[src/rtl/slt_pkg.sv]
package slt_pkg;

    localparam int KEY_W   = 32;
    localparam int REQ_W   = 2;
    localparam int STAT_W  = 2;
    localparam int COUNT_W = 7;

    localparam logic [REQ_W-1:0] REQ_INSERT = 2'd0;
    localparam logic [REQ_W-1:0] REQ_DELETE = 2'd1;
    localparam logic [REQ_W-1:0] REQ_SEARCH = 2'd2;

    localparam logic [STAT_W-1:0] ST_DONE = 2'd0;
    localparam logic [STAT_W-1:0] ST_MISS = 2'd1;
    localparam logic [STAT_W-1:0] ST_FULL = 2'd2;

    // broadcast from the controller to every cell of the chain
    typedef struct packed {
        logic                    cmp_en;
        logic signed [KEY_W-1:0] cmp_key;
        logic                    upd_ins;
        logic                    upd_del;
        logic signed [KEY_W-1:0] ins_key;
    } slt_ctrl_t;

endpackage

[src/rtl/slt_cell.sv]
module slt_cell (
    input  logic                             clk,
    input  slt_pkg::slt_ctrl_t               ctrl,
    input  logic                             occupied,
    input  logic signed [slt_pkg::KEY_W-1:0] left_key,
    input  logic                             left_less,
    input  logic signed [slt_pkg::KEY_W-1:0] right_key,
    output logic signed [slt_pkg::KEY_W-1:0] cell_key,
    output logic                             less,
    output logic                             eq
);
    import slt_pkg::*;

    logic signed [KEY_W-1:0] key_reg;
    logic signed [KEY_W-1:0] key_next;
    logic                    less_reg;
    logic                    less_next;
    logic                    eq_reg;
    logic                    eq_next;

    // compare phase: flags only meaningful for occupied cells
    always_comb
    begin
        less_next = less_reg;
        eq_next   = eq_reg;
        if (ctrl.cmp_en)
        begin
            less_next = occupied && (key_reg < ctrl.cmp_key);
            eq_next   = occupied && (key_reg == ctrl.cmp_key);
        end
    end

    // update phase: insert shifts up from the insertion point, delete shifts down
    always_comb
    begin
        key_next = key_reg;
        if (ctrl.upd_ins && !less_reg)
        begin
            key_next = left_less ? ctrl.ins_key : left_key;
        end
        else if (ctrl.upd_del && !less_reg)
        begin
            key_next = right_key;
        end
    end

    always_ff @(posedge clk)
    begin
        key_reg  <= key_next;
        less_reg <= less_next;
        eq_reg   <= eq_next;
    end

    assign cell_key = key_reg;
    assign less     = less_reg;
    assign eq       = eq_reg;

endmodule

[config.mk]
export PLATFORM = sky130hd
export DESIGN_NAME = slt_cell
export DESIGN_NICKNAME = d
export VERILOG_FILES = /design/src/rtl/slt_pkg.sv /design/src/rtl/slt_cell.sv
export SDC_FILE = /design/constraint.sdc
export NUM_CORES = 1
export LEC_CHECK = 0
export BUFFER_PORTS_ARGS = -buffer_cell sky130_fd_sc_hd__clkbuf_2
export CELL_PAD_IN_SITES_DETAIL_PLACEMENT = 2
export CELL_PAD_IN_SITES_GLOBAL_PLACEMENT = 2
export CORE_MARGIN = 2
export CORE_UTILIZATION = 23
export CTS_CLUSTER_DIAMETER = 40
export CTS_CLUSTER_SIZE = 40
export DETAILED_ROUTE_END_ITERATION = 12
export PLACE_DENSITY_LB_ADDON = 0.1
export SYNTH_ARGS = -nofsm -noshare
export SYNTH_HDL_FRONTEND = slang
export SYNTH_SLANG_ARGS = --single-unit
[constraint.sdc]
create_clock -name clk -period 2.5 [get_ports clk]
set_input_delay 0.375 -clock clk [delete_from_list [all_inputs] [get_ports clk]]
set_output_delay 0.375 -clock clk [all_outputs]
set_load 0.05 [all_outputs]
==> results of run 1 <==
[layout by cell type (no fill, tap or decap), types with 2 or more instances in the layout]
cell,n
clkbuf_2,167
nand2_1,40
inv_1,34
edfxtp_1,34
mux2i_1,33
ha_1,32
o21ai_0,30
a21oi_1,14
o21ai_1,7
nand4_1,5
clkbuf_8,5
nor2_1,3
nand3_1,3
o21a_1,2
a21o_1,2
a21oi_2,2
buf_12,2
buf_4,2
[where the power goes]
| group | leakage, nW | switching (mW) | internal [mW] |
|---|---|---|---|
| Sequential | 0.336 | 0.0358 | 0.713 |
| Clock | 0.0426 | 0.212 | 0.192 |
| Combinational | 1.58 | 0.472 | 0.256 |
[logic make-up (layout without fill, tap and decap cells)]
family / Yosys count / after routing / synth area share
AND/OR/NAND/NOR: 59 / 59 / 0.106
adder cells (fa/ha/maj): 32 / 32 / 0.158
multiplexers: 33 / 33 / 0.131
flip-flops: 34 / 34 / 0.404
AO/OA/AOI/OAI: 59 / 59 / 0.134
buffers and inverters: 45 / 213 / 0.0682
[worst paths after layout]
path | start | slack, ps | depth (start not counted) | endpoint
max | cell_key[31] | 410 | 6 | less
min | ctrl[66] | 320 | 1 | less
max reg2reg | cell_key[31] | 410 | 6 | less
min reg2reg | less | 760 | 1 | cell_key[0]
[worst max-delay path, cell delays in order (launching register included)]
cell	delay, ps
edfxtp_1	410
ha_1	330
nand4_1	150
nor4_1	580
nor2_1	110
a21oi_2	140
mux2i_1	210
[cells in the mapped netlist (2+ instances only)]
master,number,share of area
mux2i_1,33,0.13
o21a_1,2,0.0059
nand4_1,5,0.012
buf_2,3,0.0059
clkbuf_1,8,0.012
nand2_1,40,0.059
a21oi_2,2,0.0069
o21ai_0,30,0.059
inv_1,34,0.050
nor2_1,4,0.0059
a21oi_1,14,0.028
nand3_1,3,0.0059
nand2b_1,2,0.0049
edfxtp_1,34,0.40
ha_1,32,0.16
o21ai_1,7,0.014
a21o_1,2,0.0059
[per-stage QoR]
step / hold slack (ps) / cell area (um^2)
global placement: 623 / 3560
global route: 312 / 3640
finish: 315 / 3640
floorplan: 487 / 2530
CTS: 310 / 3640
detailed placement: 616 / 3560
[layout make-up]
| type | instances | area [um^2] |
|---|---|---|
| clock buffers | 6 | 72.6 |
| clock inverters | 2 | 8.76 |
| fillers | 1260 | 7150 |
| inverters | 34 | 128 |
| multi-input cells | 183 | 1350 |
| flip-flops and latches | 34 | 1020 |
| well taps | 140 | 175 |
| repair buffers | 171 | 891 |
[per-layer routing]
metal / wire length [um] / part of all wire
met1: 3340 / 0.39
met2: 4420 / 0.51
met3: 775 / 0.090
met4: 70 / 0.0081
met5: 0 / 0
==> metrics.cfg, run 1 <==
[grt]
met3_usage=0.0454
grt_pass1_vias=2756
overflow=0
antenna_found_initial=0
track_usage=0.145
grt.busiest_layer=met2
globalRouteMet2Util=0.269
grt_pass1_wl_mm=13.2
grtUsageMet1=0.161
grt_max_degree=40

[floorplan]
core_area_mm2=0.0108
start_util=0.234
fp.dieH_um=109
die_x_um=109
pin_count=168
die-area_mm2=0.0119
std_cell_rows=38

[clock_network]
post_cts_buffers=0
clockBufferDepth=2
hold_buffers=0
worstSkewPairLatency_ps=280
h-tree-depth=2
cts_root_buf=clkbuf_8
cts_made_buffers=5
cts_tree=done
cts_sinks=34
cts_resized=0
clk_pin_slew_ps=70

[setup_path]
crit_type=register to register
cp-start-kind=register
endpoint_kind=register
required_ps=2630
arrival_ps=2220
critPathMaxFanout=3

[run]
cap_violations=0

[detailed_routing]
drt-vias-per-instance=4.45
drtIter0Drc=23
via_count=2537
wl_mm=8.61
route.detailed.drc=0
firstDrtPassIters=4
ant_nets=0
wire_per_inst_um=15.1

[synthesis]
synth_edf_count=34
synth_ff_type=edfxtp_1
synthesis.nets=428
syn-instance-count=262
ys_warn_count=0
ys_ff_latch=34
netlist_area_mm2=0.00253
seq_area_frac_synth=0.404
syn_area_per_cell_um2=9.66
synthArstFlopShare=0
synth_cell_types=24

[placed_design]
placedCellCount=562
io_buffer_count=167
gp_congestion=0.723
pre_cts_ws_ps=356
dpl.hpwl_mm=7.43

[run_status]
status=completed

[timing]
final_hold_viol_count=0
worst_slew_pin_slew_ps=592
max_freq_mhz=478
grt_setup_unrepaired=false
slew_headroom=0.602
setup_ws_ps=407
period_share=0.837
period_minus_slack_ps=2090
slew_violations=0
skew_ps=3.08
setup_viol=0
fin_setup_tns_ps=0

[pwr]
peakVddDrop_v=0.000159
power_mw=1.88
p_leak_nw=1.96
power.density_mw_per_mm2=516

[finish]
diodes=0
utilization=0.337
finalNonFillerCells=570
layout-drive-gt1-share=0.428
nets=595
syn2layout_area_growth_pct=44.0
largest_reg_flops=32

[worst_hold_path]
hold_class=input pin to register

(Power assumes the default switching activity.)
==> inputs of run 2 (changes only) <==
==> constraint.sdc (replaced) <==
create_clock -name clk -period 2.2 [get_ports clk]
set_input_delay 0.33 -clock clk [delete_from_list [all_inputs] [get_ports clk]]
set_output_delay 0.33 -clock clk [all_outputs]
set_load 0.05 [all_outputs]
==> metrics.cfg, run 2 (synthesized netlist as in run 1, its figures left out) <==
[timing]
period_share=0.881  ; +0.0434
setup_ws_ps=262  ; -144 ps
max_freq_mhz=516  ; +8.0%
grt_setup_unrepaired=false
period_minus_slack_ps=1940  ; -156 ps
final_hold_viol_count=0  ; unchanged
slew_headroom=0.693  ; +0.0909
slew_violations=0  ; unchanged
worst_slew_pin_slew_ps=457  ; -135 ps
fin_setup_tns_ps=0  ; unchanged
skew_ps=5.65  ; +2.56 ps
setup_viol=0  ; unchanged

[placed_design]
io_buffer_count=167  ; unchanged
place_area_mm2=0.00356  ; unchanged
gp_congestion=0.721  ; -0.32%
dpl.hpwl_mm=7.35  ; -1.1%
pre_cts_ws_ps=139  ; -217 ps

[grt]
grt_pass1_vias=2778  ; +0.80%
antenna_found_initial=0  ; unchanged
grt_pass1_wl_mm=13.3  ; +0.73%
track_usage=0.145  ; -0.000432
grt_max_degree=65  ; +63%
overflow=0  ; unchanged

[floorplan]
die-area_mm2=0.0119  ; unchanged
start_util=0.234  ; unchanged
core_area_mm2=0.0108  ; unchanged
fp.dieH_um=109  ; unchanged
std_cell_rows=38  ; unchanged
pin_count=168  ; unchanged
die_x_um=109  ; unchanged

[finish]
diodes=0  ; unchanged
nets=595  ; unchanged
layout-drive-gt1-share=0.428  ; about the same
syn2layout_area_growth_pct=43.6
final_common_cell=clkbuf_2
design_area_mm2=0.00363  ; -0.24%
layout_common_cells=167 x clkbuf_2, 40 x nand2_1, 34 x inv_1, 34 x edfxtp_1, 33 x mux2i_1
largest_reg_flops=32  ; unchanged

[clock_network]
hold_buffers=0  ; unchanged
cts_root_buf=clkbuf_8
clockBufferDepth=2  ; unchanged
worstSkewPairLatency_ps=280  ; about the same
cts_sinks=34  ; unchanged
h-tree-depth=2  ; unchanged
post_cts_buffers=0  ; unchanged
cts_resized=0  ; unchanged
cts_made_buffers=5  ; unchanged
clk_pin_slew_ps=70  ; about the same
cts_tree=done

[setup_path]
cp_cell_sequence=ha_1 > nand4_1 > nor4_1 > nor2_1 > a21oi_2 > mux2i_1
path_delay_family=simple AND/OR/NAND/NOR gates
required_ps=2230  ; -400 ps
crit_buf_inv=0  ; unchanged
critPathMaxStageDelay_ps=490  ; -90 ps
arrival_ps=1970  ; -250 ps
cp-start-kind=register
crit_type=register to register
endpoint_kind=register
crit_slowest_cell=nor4_1
critPathMaxFanout=3  ; unchanged

[detailed_routing]
wire_per_inst_um=15.0  ; -0.64%
via_count=2554  ; +0.67%
ant_nets=0  ; unchanged
firstDrtPassIters=4  ; unchanged
drt-vias-per-instance=4.50  ; +1.0%
route.detailed.drc=0  ; unchanged
drtIter0Drc=26  ; +13%
wl_mm=8.52  ; -0.99%

[pwr]
power.density_mw_per_mm2=581  ; +13%
p_leak_nw=1.95  ; -0.25%
peakVddDrop_v=0.000186  ; +16%

[run_status]
status=completed

[worst_hold_path]
hold_class=input pin to register

[run]
cap_violations=0  ; unchanged

run 2: where the power goes:
| part | internal, mW | leakage [nW] | switching [mW] |
|---|---|---|---|
| Combinational | 0.290 | 1.58 | 0.535 |
| Clock | 0.207 | 0.0375 | 0.227 |
| Sequential | 0.810 | 0.336 | 0.0421 |
run 2: layout make-up:
type                            instances  area [um^2]
Clock buffer                            5         68.8
Inverter                               34          128
Fill cell                            1228         7160
Tap cell                              140          175
Multi-Input combinational cell        183         1350
Timing Repair Buffer                  171          891
Sequential cell                        34         1020
Clock inverter                          1         3.75
run 2: routing by layer:
metal	vias up	wire length (um)	share of wire	global-route usage
li1	1258	-	-	-
met1	1194	3320	0.39	0.160
met2	98	4420	0.52	0.273
met3	4	733	0.086	0.0412
met4	0	57	0.0067	0.0302
met5	-	0	0	0
run 2: worst register-to-register path, delay by kind of cell (launching register included):
kind / cells / cell delay, ps
simple gates: 3 / 770
flops: 1 / 390
fa+ha+maj: 1 / 330
compound gates: 1 / 130
mux: 1 / 80
run 2: worst paths after layout:
path                              to         start  cells past startpoint  slack (ps)
worst max-delay path            less  cell_key[31]                      6         260
worst min-delay path            less      ctrl[66]                      1         300
worst max register to register  less  cell_key[31]                      6         260
worst min register to register    eq   cell_key[1]                      3         820
run 2: stage by stage:
stage / instances / hold WS [ps] / total power [mW] / utilization
detailed placement: 562 / 596 / 1.71 / 0.330
CTS: 568 / 289 / 2.17 / 0.337
global route: 568 / 283 / 2.26 / 0.337
global placement: 562 / 594 / 1.68 / 0.330
finish: 568 / 303 / 2.11 / 0.337
floorplan: 262 / 442 / 1.40 / -
